## src/design/ecpad_pkg.sv

```systemverilog
// Shared types, constants and the micro-op table for the affine point add/double core.
// No dependencies; used by ecpad_ctrl, ecpad_dp and the top level.
package ecpad_pkg;

	localparam int FIELD_BITS = 32;
	localparam int BIT_IDX_W = $clog2(FIELD_BITS);
	localparam int PC_W = 5;

	localparam logic [FIELD_BITS-1:0] MODULUS_RST = 32'd4294967291;
	localparam logic [FIELD_BITS-1:0] CURVE_A_RST = '0;

	localparam logic [1:0] CFG_MODULUS = 2'd0;
	localparam logic [1:0] CFG_CURVE_A = 2'd1;

	localparam logic [1:0] OP_ADD = 2'd0;
	localparam logic [1:0] OP_SUB = 2'd1;
	localparam logic [1:0] OP_MUL = 2'd2;

	// operand sources
	localparam logic [3:0] SRC_X1 = 4'd0;
	localparam logic [3:0] SRC_Y1 = 4'd1;
	localparam logic [3:0] SRC_X2 = 4'd2;
	localparam logic [3:0] SRC_Y2 = 4'd3;
	localparam logic [3:0] SRC_A = 4'd4;
	localparam logic [3:0] SRC_T0 = 4'd5;
	localparam logic [3:0] SRC_T1 = 4'd6;
	localparam logic [3:0] SRC_T2 = 4'd7;
	localparam logic [3:0] SRC_ONE = 4'd8;
	localparam logic [3:0] SRC_ZERO = 4'd9;

	localparam logic [2:0] R_X1 = 3'd0;
	localparam logic [2:0] R_Y1 = 3'd1;
	localparam logic [2:0] R_X2 = 3'd2;
	localparam logic [2:0] R_Y2 = 3'd3;
	localparam logic [2:0] R_A = 3'd4;
	localparam logic [2:0] R_T0 = 3'd5;
	localparam logic [2:0] R_T1 = 3'd6;
	localparam logic [2:0] R_T2 = 3'd7;

	localparam logic [1:0] CAP_RES = 2'd0;
	localparam logic [1:0] CAP_P1 = 2'd1;
	localparam logic [1:0] CAP_P2 = 2'd2;

	// program segments
	localparam logic [PC_W-1:0] PC_RED = 5'd0;
	localparam logic [PC_W-1:0] PC_RED_END = 5'd4;
	localparam logic [PC_W-1:0] PC_DBL = 5'd5;
	localparam logic [PC_W-1:0] PC_DBL_END = 5'd10;
	localparam logic [PC_W-1:0] PC_ADD = 5'd11;
	localparam logic [PC_W-1:0] PC_ADD_END = 5'd12;
	localparam logic [PC_W-1:0] PC_INI = 5'd13;
	localparam logic [PC_W-1:0] PC_SQ = 5'd14;
	localparam logic [PC_W-1:0] PC_ML = 5'd15;
	localparam logic [PC_W-1:0] PC_TAIL = 5'd16;
	localparam logic [PC_W-1:0] PC_TAIL_END = 5'd22;

	typedef struct packed {
		logic [1:0] op;
		logic [3:0] sa;
		logic [3:0] sb;
		logic [2:0] dst;
	} uop_t;

	typedef struct packed {
		logic load;
		logic start;
		uop_t uop;
		logic [BIT_IDX_W-1:0] bit_idx;
		logic cap;
		logic cap_inf;
		logic [1:0] cap_sel;
	} cmd_t;

	typedef struct packed {
		logic done;
		logic x_eq;
		logic y_eq;
		logic y1_zero;
		logic p_small;
		logic e_bit;
	} sts_t;

	function automatic uop_t mk(input logic [1:0] op, input logic [3:0] sa,
		input logic [3:0] sb, input logic [2:0] dst);
		uop_t u;
		u.op = op;
		u.sa = sa;
		u.sb = sb;
		u.dst = dst;
		return u;
	endfunction

	function automatic uop_t uop_rom(input logic [PC_W-1:0] pc);
		uop_t u;
		case (pc)
			// reduce operands: 1 * v mod p
			5'd0: u = mk(OP_MUL, SRC_ONE, SRC_X1, R_X1);
			5'd1: u = mk(OP_MUL, SRC_ONE, SRC_Y1, R_Y1);
			5'd2: u = mk(OP_MUL, SRC_ONE, SRC_X2, R_X2);
			5'd3: u = mk(OP_MUL, SRC_ONE, SRC_Y2, R_Y2);
			5'd4: u = mk(OP_MUL, SRC_ONE, SRC_A, R_A);
			// doubling slope: num = 3x^2 + a, den = 2y
			5'd5: u = mk(OP_MUL, SRC_X1, SRC_X1, R_T0);
			5'd6: u = mk(OP_ADD, SRC_T0, SRC_T0, R_T1);
			5'd7: u = mk(OP_ADD, SRC_T1, SRC_T0, R_T0);
			5'd8: u = mk(OP_ADD, SRC_T0, SRC_A, R_T0);
			5'd9: u = mk(OP_ADD, SRC_Y1, SRC_Y1, R_T1);
			5'd10: u = mk(OP_ADD, SRC_X1, SRC_ZERO, R_X2);
			// addition slope
			5'd11: u = mk(OP_SUB, SRC_Y1, SRC_Y2, R_T0);
			5'd12: u = mk(OP_SUB, SRC_X1, SRC_X2, R_T1);
			// inversion by square and multiply
			5'd13: u = mk(OP_ADD, SRC_ONE, SRC_ZERO, R_T2);
			5'd14: u = mk(OP_MUL, SRC_T2, SRC_T2, R_T2);
			5'd15: u = mk(OP_MUL, SRC_T2, SRC_T1, R_T2);
			// m in T0, x3 in T2, y3 in T1
			5'd16: u = mk(OP_MUL, SRC_T0, SRC_T2, R_T0);
			5'd17: u = mk(OP_MUL, SRC_T0, SRC_T0, R_T2);
			5'd18: u = mk(OP_SUB, SRC_T2, SRC_X1, R_T2);
			5'd19: u = mk(OP_SUB, SRC_T2, SRC_X2, R_T2);
			5'd20: u = mk(OP_SUB, SRC_X1, SRC_T2, R_T1);
			5'd21: u = mk(OP_MUL, SRC_T0, SRC_T1, R_T1);
			5'd22: u = mk(OP_SUB, SRC_T1, SRC_Y1, R_T1);
			default: u = mk(OP_ADD, SRC_ZERO, SRC_ZERO, R_T2);
		endcase
		return u;
	endfunction

endpackage

```

## src/design/ecpad_dp.sv

```systemverilog
// Datapath: operand registers, config registers, modular add/sub and a bit-serial
// modular multiplier, plus the result register. Depends on ecpad_pkg.
module ecpad_dp (
	input  logic                             clk,
	input  logic                             arst_n,
	input  ecpad_pkg::cmd_t                  cmd,
	output ecpad_pkg::sts_t                  sts,
	input  logic                             cfg_we,
	input  logic [1:0]                       cfg_index,
	input  logic [ecpad_pkg::FIELD_BITS-1:0] cfg_data,
	input  logic [ecpad_pkg::FIELD_BITS-1:0] x1,
	input  logic [ecpad_pkg::FIELD_BITS-1:0] y1,
	input  logic [ecpad_pkg::FIELD_BITS-1:0] x2,
	input  logic [ecpad_pkg::FIELD_BITS-1:0] y2,
	output logic [ecpad_pkg::FIELD_BITS-1:0] x_out,
	output logic [ecpad_pkg::FIELD_BITS-1:0] y_out,
	output logic                             out_is_identity
);
	import ecpad_pkg::*;

	localparam int W = FIELD_BITS;

	logic [W-1:0] p_q, a_cfg_q;
	logic [W-1:0] x1_q, y1_q, x2_q, y2_q, a_q, t0_q, t1_q, t2_q;
	logic [W-1:0] opa, opb, as_res, mul_next, wr_data;
	logic [W:0] sum, sum_red, dif;
	logic [W:0] dbl, dbl_red, acc, acc_red;
	logic [W-1:0] mul_a_q, mul_b_q, mul_r_q;
	logic [BIT_IDX_W-1:0] mul_cnt_q;
	logic mul_busy_q, done_q, wr_en;
	logic [2:0] mul_dst_q, wr_dst;
	logic [W-1:0] e_val;
	logic [W-1:0] xo_q, yo_q;
	logic inf_q;

	function automatic logic [W-1:0] rd(input logic [3:0] s, input logic [W-1:0] rx1,
		input logic [W-1:0] ry1, input logic [W-1:0] rx2, input logic [W-1:0] ry2,
		input logic [W-1:0] ra, input logic [W-1:0] rt0, input logic [W-1:0] rt1,
		input logic [W-1:0] rt2);
		logic [W-1:0] v;
		case (s)
			SRC_X1: v = rx1;
			SRC_Y1: v = ry1;
			SRC_X2: v = rx2;
			SRC_Y2: v = ry2;
			SRC_A: v = ra;
			SRC_T0: v = rt0;
			SRC_T1: v = rt1;
			SRC_T2: v = rt2;
			SRC_ONE: v = W'(1);
			default: v = '0;
		endcase
		return v;
	endfunction

	assign opa = rd(cmd.uop.sa, x1_q, y1_q, x2_q, y2_q, a_q, t0_q, t1_q, t2_q);
	assign opb = rd(cmd.uop.sb, x1_q, y1_q, x2_q, y2_q, a_q, t0_q, t1_q, t2_q);

	// combinational modular add and subtract
	always_comb begin
		sum = {1'b0, opa} + {1'b0, opb};
		sum_red = (sum >= {1'b0, p_q}) ? sum - {1'b0, p_q} : sum;
		dif = {1'b0, opa} - {1'b0, opb};
		if (opa < opb)
			dif = dif + {1'b0, p_q};
		as_res = (cmd.uop.op == OP_SUB) ? dif[W-1:0] : sum_red[W-1:0];
	end

	// one multiplier bit per cycle, msb first: r = 2r (+a) mod p
	always_comb begin
		dbl = {mul_r_q, 1'b0};
		dbl_red = (dbl >= {1'b0, p_q}) ? dbl - {1'b0, p_q} : dbl;
		acc = dbl_red + {1'b0, mul_a_q};
		acc_red = (acc >= {1'b0, p_q}) ? acc - {1'b0, p_q} : acc;
		mul_next = mul_b_q[mul_cnt_q] ? acc_red[W-1:0] : dbl_red[W-1:0];
	end

	always_comb begin
		wr_en = 1'b0;
		wr_dst = cmd.uop.dst;
		wr_data = as_res;
		if (mul_busy_q && mul_cnt_q == '0) begin
			wr_en = 1'b1;
			wr_dst = mul_dst_q;
			wr_data = mul_next;
		end else if (cmd.start && cmd.uop.op != OP_MUL) begin
			wr_en = 1'b1;
		end
	end

	always_ff @(posedge clk or negedge arst_n) begin
		if (!arst_n) begin
			p_q <= MODULUS_RST;
			a_cfg_q <= CURVE_A_RST;
			mul_busy_q <= 1'b0;
			done_q <= 1'b0;
			mul_cnt_q <= '0;
		end else begin
			if (cfg_we && cfg_index == CFG_MODULUS)
				p_q <= cfg_data;
			if (cfg_we && cfg_index == CFG_CURVE_A)
				a_cfg_q <= cfg_data;
			done_q <= (mul_busy_q && mul_cnt_q == '0) ||
				(cmd.start && cmd.uop.op != OP_MUL);
			if (cmd.start && cmd.uop.op == OP_MUL) begin
				mul_busy_q <= 1'b1;
				mul_cnt_q <= BIT_IDX_W'(W - 1);
			end else if (mul_busy_q) begin
				mul_cnt_q <= mul_cnt_q - 1'b1;
				if (mul_cnt_q == '0)
					mul_busy_q <= 1'b0;
			end
		end
	end

	always_ff @(posedge clk) begin
		if (cmd.start && cmd.uop.op == OP_MUL) begin
			mul_a_q <= opa;
			mul_b_q <= opb;
			mul_r_q <= '0;
			mul_dst_q <= cmd.uop.dst;
		end else if (mul_busy_q) begin
			mul_r_q <= mul_next;
		end
		if (cmd.load) begin
			x1_q <= x1;
			y1_q <= y1;
			x2_q <= x2;
			y2_q <= y2;
			a_q <= a_cfg_q;
		end else if (wr_en) begin
			case (wr_dst)
				R_X1: x1_q <= wr_data;
				R_Y1: y1_q <= wr_data;
				R_X2: x2_q <= wr_data;
				R_Y2: y2_q <= wr_data;
				R_A: a_q <= wr_data;
				R_T0: t0_q <= wr_data;
				R_T1: t1_q <= wr_data;
				R_T2: t2_q <= wr_data;
				default: t2_q <= wr_data;
			endcase
		end
		if (cmd.cap) begin
			inf_q <= cmd.cap_inf;
			if (cmd.cap_inf) begin
				xo_q <= '0;
				yo_q <= '0;
			end else begin
				case (cmd.cap_sel)
					CAP_P1: begin
						xo_q <= x1_q;
						yo_q <= y1_q;
					end
					CAP_P2: begin
						xo_q <= x2_q;
						yo_q <= y2_q;
					end
					default: begin
						xo_q <= t2_q;
						yo_q <= t1_q;
					end
				endcase
			end
		end
	end

	assign e_val = p_q - W'(2);

	always_comb begin
		sts.done = done_q;
		sts.x_eq = (x1_q == x2_q);
		sts.y_eq = (y1_q == y2_q);
		sts.y1_zero = (y1_q == '0);
		sts.p_small = (p_q < W'(3));
		sts.e_bit = e_val[cmd.bit_idx];
	end

	assign x_out = xo_q;
	assign y_out = yo_q;
	assign out_is_identity = inf_q;

endmodule

```

## src/design/ecpad_ctrl.sv

```systemverilog
// Controller: sequences the micro-ops of reduction, slope, inversion and result,
// and handles the special cases. Depends on ecpad_pkg.
module ecpad_ctrl (
	input  logic            clk,
	input  logic            arst_n,
	input  logic            in_valid,
	output logic            in_ready,
	input  logic            command,
	input  logic            first_is_identity,
	input  logic            second_is_identity,
	output logic            out_valid,
	input  logic            out_ready,
	output ecpad_pkg::cmd_t cmd,
	input  ecpad_pkg::sts_t sts
);
	import ecpad_pkg::*;

	localparam logic [3:0] S_IDLE = 4'd0;
	localparam logic [3:0] S_RED = 4'd1;
	localparam logic [3:0] S_DEC = 4'd2;
	localparam logic [3:0] S_DBL = 4'd3;
	localparam logic [3:0] S_ADD = 4'd4;
	localparam logic [3:0] S_INI = 4'd5;
	localparam logic [3:0] S_SQ = 4'd6;
	localparam logic [3:0] S_ML = 4'd7;
	localparam logic [3:0] S_TAIL = 4'd8;
	localparam logic [3:0] S_FIN = 4'd9;

	logic [3:0] state_q;
	logic [PC_W-1:0] pc_q;
	logic issued_q, dbl_q, inf1_q, inf2_q;
	logic fin_inf_q;
	logic [1:0] fin_sel_q;
	logic [BIT_IDX_W-1:0] bit_q;
	logic out_valid_q;
	logic in_acc, run, step_done, cap;

	assign in_ready = (state_q == S_IDLE);
	assign in_acc = in_valid && in_ready;
	assign run = (state_q != S_IDLE) && (state_q != S_DEC) && (state_q != S_FIN);
	assign step_done = run && issued_q && sts.done;
	assign cap = (state_q == S_FIN) && (!out_valid_q || out_ready);
	assign out_valid = out_valid_q;

	always_comb begin
		cmd.load = in_acc;
		cmd.start = run && !issued_q;
		cmd.uop = uop_rom(pc_q);
		cmd.bit_idx = bit_q;
		cmd.cap = cap;
		cmd.cap_inf = fin_inf_q;
		cmd.cap_sel = fin_sel_q;
	end

	always_ff @(posedge clk or negedge arst_n) begin
		if (!arst_n) begin
			state_q <= S_IDLE;
			pc_q <= PC_RED;
			issued_q <= 1'b0;
			dbl_q <= 1'b0;
			inf1_q <= 1'b0;
			inf2_q <= 1'b0;
			fin_inf_q <= 1'b0;
			fin_sel_q <= CAP_RES;
			bit_q <= '0;
			out_valid_q <= 1'b0;
		end else begin
			// a new capture replaces a result taken in the same cycle
			if (cap)
				out_valid_q <= 1'b1;
			else if (out_valid_q && out_ready)
				out_valid_q <= 1'b0;
			if (cmd.start)
				issued_q <= 1'b1;
			else if (step_done)
				issued_q <= 1'b0;
			case (state_q)
				S_IDLE: begin
					if (in_acc) begin
						dbl_q <= command;
						inf1_q <= first_is_identity;
						inf2_q <= second_is_identity;
						pc_q <= PC_RED;
						if (sts.p_small) begin
							fin_inf_q <= 1'b1;
							state_q <= S_FIN;
						end else begin
							state_q <= S_RED;
						end
					end
				end
				S_RED: begin
					if (step_done) begin
						if (pc_q == PC_RED_END)
							state_q <= S_DEC;
						else
							pc_q <= pc_q + 1'b1;
					end
				end
				S_DEC: begin
					if (inf1_q) begin
						fin_inf_q <= dbl_q || inf2_q;
						fin_sel_q <= CAP_P2;
						state_q <= S_FIN;
					end else if (!dbl_q && inf2_q) begin
						fin_inf_q <= 1'b0;
						fin_sel_q <= CAP_P1;
						state_q <= S_FIN;
					end else if (!dbl_q && sts.x_eq && !sts.y_eq) begin
						fin_inf_q <= 1'b1;
						state_q <= S_FIN;
					end else if ((dbl_q || sts.x_eq) && sts.y1_zero) begin
						fin_inf_q <= 1'b1;
						state_q <= S_FIN;
					end else if (dbl_q || sts.x_eq) begin
						pc_q <= PC_DBL;
						state_q <= S_DBL;
					end else begin
						pc_q <= PC_ADD;
						state_q <= S_ADD;
					end
				end
				S_DBL: begin
					if (step_done) begin
						if (pc_q == PC_DBL_END) begin
							pc_q <= PC_INI;
							state_q <= S_INI;
						end else begin
							pc_q <= pc_q + 1'b1;
						end
					end
				end
				S_ADD: begin
					if (step_done) begin
						if (pc_q == PC_ADD_END) begin
							pc_q <= PC_INI;
							state_q <= S_INI;
						end else begin
							pc_q <= pc_q + 1'b1;
						end
					end
				end
				S_INI: begin
					if (step_done) begin
						bit_q <= BIT_IDX_W'(FIELD_BITS - 1);
						pc_q <= PC_SQ;
						state_q <= S_SQ;
					end
				end
				S_SQ: begin
					if (step_done) begin
						if (sts.e_bit) begin
							pc_q <= PC_ML;
							state_q <= S_ML;
						end else if (bit_q == '0) begin
							pc_q <= PC_TAIL;
							state_q <= S_TAIL;
						end else begin
							bit_q <= bit_q - 1'b1;
						end
					end
				end
				S_ML: begin
					if (step_done) begin
						if (bit_q == '0) begin
							pc_q <= PC_TAIL;
							state_q <= S_TAIL;
						end else begin
							bit_q <= bit_q - 1'b1;
							pc_q <= PC_SQ;
							state_q <= S_SQ;
						end
					end
				end
				S_TAIL: begin
					if (step_done) begin
						if (pc_q == PC_TAIL_END) begin
							fin_inf_q <= 1'b0;
							fin_sel_q <= CAP_RES;
							state_q <= S_FIN;
						end else begin
							pc_q <= pc_q + 1'b1;
						end
					end
				end
				S_FIN: begin
					if (cap)
						state_q <= S_IDLE;
				end
				default: state_q <= S_IDLE;
			endcase
		end
	end

endmodule

```

## src/design/ec_affine_point_add_double_core.sv

```systemverilog
// Top level of the affine point add/double core over GF(p), inversion included.
// Instantiates ecpad_ctrl and ecpad_dp; depends on ecpad_pkg.
//
//   channel   handshake              payload
//   in        in_valid / in_ready    command, x1, y1, first_is_identity, x2, y2,
//                                    second_is_identity
//   out       out_valid / out_ready  x_out, y_out, out_is_identity
//   cfg       cfg_valid / cfg_ready  cfg_index, cfg_data (0 modulus, 1 curve_a)
//
// One request at a time. A modular multiply step is issued, runs through 32 multiplier
// bits and completes; an add or subtract is issued and completes. A full add costs
// (5 + 32 + popcount(p-2) + 3) multiplies, a double one more; special cases finish
// right after the five reductions, or without them when the modulus is below 3.
// Reset is asynchronous, active low; it sets modulus to 2^32-5 and curve_a to 0.
// A result waits in the output register while in_ready is high again; a stalled
// result blocks only the final capture of the next one.
module ec_affine_point_add_double_core (
	input  logic        clk,
	input  logic        arst_n,
	input  logic        in_valid,
	output logic        in_ready,
	input  logic        command,
	input  logic [31:0] x1,
	input  logic [31:0] y1,
	input  logic        first_is_identity,
	input  logic [31:0] x2,
	input  logic [31:0] y2,
	input  logic        second_is_identity,
	output logic        out_valid,
	input  logic        out_ready,
	output logic [31:0] x_out,
	output logic [31:0] y_out,
	output logic        out_is_identity,
	input  logic        cfg_valid,
	output logic        cfg_ready,
	input  logic [1:0]  cfg_index,
	input  logic [31:0] cfg_data
);
	import ecpad_pkg::*;

	cmd_t cmd;
	sts_t sts;

	assign cfg_ready = 1'b1;

	ecpad_ctrl u_ctrl (
		.clk                (clk),
		.arst_n             (arst_n),
		.in_valid           (in_valid),
		.in_ready           (in_ready),
		.command            (command),
		.first_is_identity  (first_is_identity),
		.second_is_identity (second_is_identity),
		.out_valid          (out_valid),
		.out_ready          (out_ready),
		.cmd                (cmd),
		.sts                (sts)
	);

	ecpad_dp u_dp (
		.clk             (clk),
		.arst_n          (arst_n),
		.cmd             (cmd),
		.sts             (sts),
		.cfg_we          (cfg_valid && cfg_ready),
		.cfg_index       (cfg_index),
		.cfg_data        (cfg_data),
		.x1              (x1),
		.y1              (y1),
		.x2              (x2),
		.y2              (y2),
		.x_out           (x_out),
		.y_out           (y_out),
		.out_is_identity (out_is_identity)
	);

endmodule

```

## config.mk

```make
export PLATFORM = sky130hd
export DESIGN_NAME = ec_affine_point_add_double_core
export DESIGN_NICKNAME = d
export VERILOG_FILES = /design/src/design/ecpad_pkg.sv /design/src/design/ecpad_dp.sv /design/src/design/ecpad_ctrl.sv /design/src/design/ec_affine_point_add_double_core.sv
export SDC_FILE = /design/constraint.sdc
export NUM_CORES = 2
export LEC_CHECK = 0
export ABC_AREA = 1
export BUFFER_PORTS_ARGS = -buffer_cell sky130_fd_sc_hd__clkbuf_2
export CORE_MARGIN = 5
export CORE_UTILIZATION = 45
export DETAILED_ROUTE_END_ITERATION = 10
export HOLD_SLACK_MARGIN = 0.03
export SETUP_SLACK_MARGIN = 0.3
export SYNTH_ARGS = -nofsm -noshare
export SYNTH_HDL_FRONTEND = slang
export SYNTH_SLANG_ARGS = --single-unit
```

## constraint.sdc

```tcl
create_clock -name clk -period 13.84 [get_ports clk]
set_input_delay 4.152 -clock clk [delete_from_list [all_inputs] [get_ports clk]]
set_output_delay 4.152 -clock clk [all_outputs]
set_load 0.02 [all_outputs]
```

* Word level (Yosys, flattened, before mapping) *
Memories as Yosys holds them, arrays and structs flattened.
Index checks and enable logic that the tools add are counted.

cells by class
  add/sub/neg operators = 11
  magnitude comparators = 7
  eq/ne operators = 70
  mux-type cells = 106
  bitwise logic cells = 1
  reduce and logical (&&, ||, !) cells = 61

operator list
  cell                                                                      number
  32-bit two-way mux                                                        21
  32-bit one-hot mux with 9 select lines                                    2
  5-bit two-way mux                                                         26
  32-bit one-hot mux with 2 select lines                                    2
  33-bit by 32-bit greater-or-equal comparator with 1-bit output            3
  32-bit subtractor                                                         3
  4-bit two-way mux                                                         22
  32-bit == test                                                            2
  4-bit by 3-bit == test with 1-bit output (second input constant)          12
  5-bit one-hot mux with 9 select lines                                     1
  4-bit one-hot mux with 10 select lines                                    1
  32-bit by 32-bit adder with 33-bit output                                 1
  33-bit by 32-bit adder with 33-bit output                                 1
  33-bit two-way mux                                                        1
  33-bit by 32-bit subtractor with 33-bit output                            1
  32-bit adder                                                              1
  32-bit zero test                                                          1
  32-bit by 2-bit < comparator with 1-bit output (second input constant)    1
  32-bit < comparator                                                       1
  32-bit by 2-bit subtractor with 32-bit output (second input constant)     1
  4-bit by 2-bit == test with 1-bit output (second input constant)          6
  2-bit by 1-bit inequality test with 1-bit output (second input constant)  12
  2-bit inequality test (second input constant)                             10
  2-bit nonzero test                                                        10
  43 further kinds                                                          114

word-level totals
  flip-flop bits (word level) = 513
  memory bits (read-only) = 416
  bits of input ports = 170
  output and inout bits = 68
  word-level logic and storage cells = 287
  memories kept = 1

memories
  name             depth  width  read ports  clocked after Yosys merged registers in  write ports  RTL line         text
  (no name shown)  32     13     1           0                                        0            ecpad_pkg.sv:95  case (pc)

* Logic depth before layout (Yosys ltp) *
An unclocked memory read counts as a cell.

  word-level depth = 11
  depth in mapped cells = 49
  gate-level depth less buffers = 48

* By module *
Synthesis repeated with hierarchy kept, for this count alone.

second synthesis, totals
  cell total of the unflattened synthesis = 6092
  area, all modules = 43709.4 um^2

by module, submodules not included
  module                           times used  cells an instance  area each (um^2)  sequential area each (um^2)
  ecpad_dp                         1           5745               41557.4           14107.3
  ecpad_ctrl                       1           345                2140.8            550.5
  ec_affine_point_add_double_core  1           2                  11.3              0.0

* Worst setup path after synthesis *
OpenSTA, ideal clock, no wires.

  path kind = input to register
  start point = input out_ready
  end point = register u_dp.inf_q (netlist: u_dp.out_is_identity) (enable)
  library setup time = 488 ps
  data arrival time = 6911 ps
  required time = 13352 ps
  path slack = 6440 ps
  stages = 2
  path buffers = 0
  cells stage by stage = nor2_1 > nor2_1

RTL lines
  what                  RTL line                               text
  from (decl)           ec_affine_point_add_double_core.sv:30  input logic out_ready,
  to (signal assigned)  ecpad_dp.sv:145                        inf_q <= cmd.cap_inf;
  to (decl)             ecpad_dp.sv:34                         logic inf_q;

* Worst setup path in the final report *
  start point = register u_ctrl.pc_q[0]
  end point = register u_dp.a_q[10], data pin

between the ends
  word-level cells in the longest chain between the ends = 11
  elaborated cells between the ends (all ways) = 35
  classes of those cells = add/sub (4); order compare (2); eq/ne (17); mux (9); reduce/logical (2); memory (1)

ends and longest elaborated chain
  what                                                            RTL line           text
  from (decl)                                                     ecpad_ctrl.sv:30   logic [PC_W-1:0] pc_q;
  from (signal assigned)                                          ecpad_ctrl.sv:97   pc_q <= pc_q + 1'b1;
  from (signal assigned)                                          ecpad_ctrl.sv:129  pc_q <= pc_q + 1'b1;
  from (signal assigned)                                          ecpad_ctrl.sv:139  pc_q <= pc_q + 1'b1;
  memory read 32 x 13 bit (*)                                     --
  4-bit == test (tied with other cells)                           ecpad_dp.sv:41     case (s)
  32-bit one-hot mux with 9 select lines (*)                      ecpad_dp.sv:41
  named net u_dp.opb[19]                                          ecpad_dp.sv:25     logic [W-1:0] opa, opb, as_res, mul_next, wr_data;
  32-bit by 32-bit adder with 33-bit output                       ecpad_dp.sv:61     sum = {1'b0, opa} + {1'b0, opb};
  33-bit by 32-bit greater-or-equal comparator with 1-bit output  ecpad_dp.sv:62     sum_red = (sum >= {1'b0, p_q}) ? sum - {1'b0, p_q} : sum;
  32-bit two-way mux                                              ecpad_dp.sv:62
  32-bit two-way mux (*)                                          ecpad_dp.sv:66     as_res = (cmd.uop.op == OP_SUB) ? dif[W-1:0] : sum_red[W-1:0];
  32-bit two-way mux (*)                                          ecpad_dp.sv:82     if (mul_busy_q && mul_cnt_q == '0) begin
  32-bit two-way mux (*)                                          ecpad_dp.sv:132    case (wr_dst)
  32-bit two-way mux (*)                                          ecpad_dp.sv:131    end else if (wr_en) begin
  32-bit two-way mux (*)                                          ecpad_dp.sv:125    if (cmd.load) begin
  to (signal assigned)                                            ecpad_dp.sv:130    a_q <= a_cfg_q;
  to (signal assigned)                                            ecpad_dp.sv:137    R_A: a_q <= wr_data;
  to (decl)                                                       ecpad_dp.sv:24     logic [W-1:0] x1_q, y1_q, x2_q, y2_q, a_q, t0_q, t1_q, t2_q;

The timed path passes the listed nets; every way through them passes the cells marked *. The select of a mux whose other input is x is not followed.
A chain may end at the register's enable or synchronous reset.

==> results.cfg <==
[outcome]
status = completed

[clock_network]
cts_buffers = 60
cts-hold-fix-buffers = 0
cts_root_buf = clkbuf_16
post_cts_buffers = 0
cts.repair.resized = 0
clk_pin_slew_ns = 0.06
clk_latency_ns = 0.73
ctsHtreeMaxLevel = 2
cts.sinks = 513
cts_buffer_depth = 3
cts_tree = built

[die]
core_sq_um = 96600
start_util = 0.453
die_w_um = 322
die_height_um = 322
die-area_sq_um = 104000
rows = 114
num_io_pins = 238

[synthesis]
yosysUniqueCellTypes = 75
yosysSeqAreaShare = 0.335
ys_ff_latch = 513
postSynthCellCount = 6196
syn_area_sq_um = 43800
avgSynthCellArea_sq_um = 7.06
ys.flop_type = edfxtp_1
synthArstFlopShare = 0.181
syn-num-nets = 6609
yosysWarnings = 0
synth_edf_count = 388

[critical_path]
worstRegToRegCells = 36
crit_path_start_kind = register
crit_fanout = 29
max_stage_delay_ns = 0.80
crit_cells = 36
path_buf_inv = 7
end_kind = register
worstPathRequired_ns = 14.26
cpLargestDelayFamily = simple AND/OR/NAND/NOR gates
worst-setup-path-type = register to register
worst-r2r-setup-slack_ns = 4.00
critPathSlowestCell = nor4_1
cp_common_cell = nand2_1
crit_arrival_ns = 10.26

[sta]
final.setup.tns_ns = 0
fin_crit_ns = 9.84
fmax_ghz = 0.102
fin_skew_ns = 0.0677
rsz0062_at_grt = false
hold_viol_final = 0
drv_slew = 0
tightest_slew_ns = 1.46
period_share = 0.711
slew_headroom = 0.0194
setup_ws_ns = 4.00
setup_viol = 0

[layout]
nNetsFinal = 6740
syn_to_final_growth_pct = 9.92
drive_gt1_frac = 0.0999
layoutNonFillerInstCount = 7655
fillers = 9778

[placed_design]
place_congestion = 1.12
numPlacedInstances = 7541
hpwl_mm = 178
numPortBuffers = 236
pre_cts_slack_ns = 4.73

[detailed_routing]
routed.top_layer = met5
ant_nets = 0
drt_iter0_drc = 7239
viasPerCell = 6.11
first_pass_iters = 6
num_vias = 46800
wl_met1_mm = 89.6
wl_met2_mm = 87.8
wl_mm = 223
wl_per_cell_um = 29.1
route.detailed.drc = 0
wl_met3_mm = 31.8

[global_route]
grt_max_degree = 166
grt_pass1_vias = 42500
antenna_found_initial = 10
grt_usage = 0.410
overflow = 0
grt_pass1_wl_mm = 308

[min_path]
whs_path_depth = 2
hp-class = register to register

[run]
max-cap-violations = 0
## layer usage
layer | GRT usage | vias up
met4 | 0.196 | 8
met5 | 0 | -
met1 | 0.565 | 22000
met3 | 0.156 | 565
li1 | - | 21000
met2 | 0.564 | 3172
## flip-flops by register name (all words and copies together), names as in the netlist, 2 cells and up
signal and count:
u_dp.mul_r_q 32, u_dp.mul_dst_q 3, u_ctrl.state_q 4, u_dp.t0_q 32, u_dp.mul_a_q 32, u_dp.a_q 32, u_ctrl.fin_sel_q 2, u_dp.p_q 32
u_dp.x1_q 32, u_dp.mul_cnt_q 5, u_ctrl.pc_q 5, u_ctrl.bit_q 5, u_dp.a_cfg_q 32, u_dp.x2_q 32, u_dp.x_out 32, u_dp.y1_q 32
u_dp.t2_q 32, u_dp.y2_q 32, u_dp.y_out 32, u_dp.mul_b_q 32, u_dp.t1_q 32
## metrics by stage
stage          hold slack (ns)  instance area, sq um  utilization
5_1_grt                  0.507                 48100        0.498
6_report                 0.491                 48100        0.498
2_1_floorplan            0.423                 43800            -
3_5_place_dp             0.474                 46100        0.477
4_1_cts                  0.490                 48100        0.498
3_3_place_gp             0.469                 46100        0.477
## final timing paths
kind	start	to
max	u_ctrl.pc_q[0]	u_dp.a_q[10]
min	u_dp.a_cfg_q[24]	u_dp.a_cfg_q[24]
max reg2reg	u_ctrl.pc_q[0]	u_dp.a_q[10]
min reg2reg	u_dp.a_cfg_q[24]	u_dp.a_cfg_q[24]
max in group asynchronous	arst_n	u_dp.mul_busy_q
min in group asynchronous	arst_n	u_dp.a_cfg_q[11]
## placed cells by master, fill, tap and decap left out, types with 64 or more instances in the layout
cell type	n
edfxtp_1	388
nand3_1	427
xor2_1	123
nor2_1	500
clkbuf_2	235
ha_1	234
nand2_1	1626
nand4_1	87
xnor2_1	64
o22ai_1	118
inv_1	853
o21ai_0	291
a221oi_1	85
nor3_1	64
a21oi_1	406
## layout make-up
| type | count | area, sq um | area share |
|---|---|---|---|
| Antenna cell | 3 | 7.51 | 0.000156 |
| Clock buffer | 71 | 1580 | 0.0329 |
| Inverter | 896 | 3370 | 0.0700 |
| Timing Repair Buffer | 276 | 1510 | 0.0314 |
| Sequential cell | 513 | 14700 | 0.305 |
| Tap cell | 1276 | 1600 | 0.0332 |
| Multi-Input combinational cell | 4580 | 24900 | 0.518 |
| Clock inverter | 40 | 474 | 0.00986 |
## worst min-delay path: cells and delay by family (launching register included)
| kind | cells | cell delay, ns |
|---|---|---|
| flip-flops | 1 | 0.35 |
| AND/OR/NAND/NOR | 1 | 0.05 |
| AO/OA/AOI/OAI | 1 | 0.06 |
## cells by family after synthesis
logic type	Yosys count	share of synthesized area
buf+inv	1103	0.0995
compound gates	1157	0.157
fa+ha+maj	243	0.0707
mux	2	0.000457
flops	513	0.335
xor+xnor	187	0.0374
simple gates	2990	0.300
other cells	1	0.0000857
## synthesized netlist by cell type (85+ instances only)
library cell	count	area, sq um
a21oi_1	406	2030
a221oi_1	85	744
clkbuf_1	88	330
edfxtp_1	388	11700
ha_1	236	2950
inv_1	856	3210
nand2_1	1630	6120
nand3_1	427	2140
nand4_1	87	544
nor2_1	508	1910
o21ai_0	296	1480
o22ai_1	118	738
xor2_1	123	1080
Power is not shown: default switching activity piles up to over one toggle a cycle in this logic, so the estimate is an artifact.
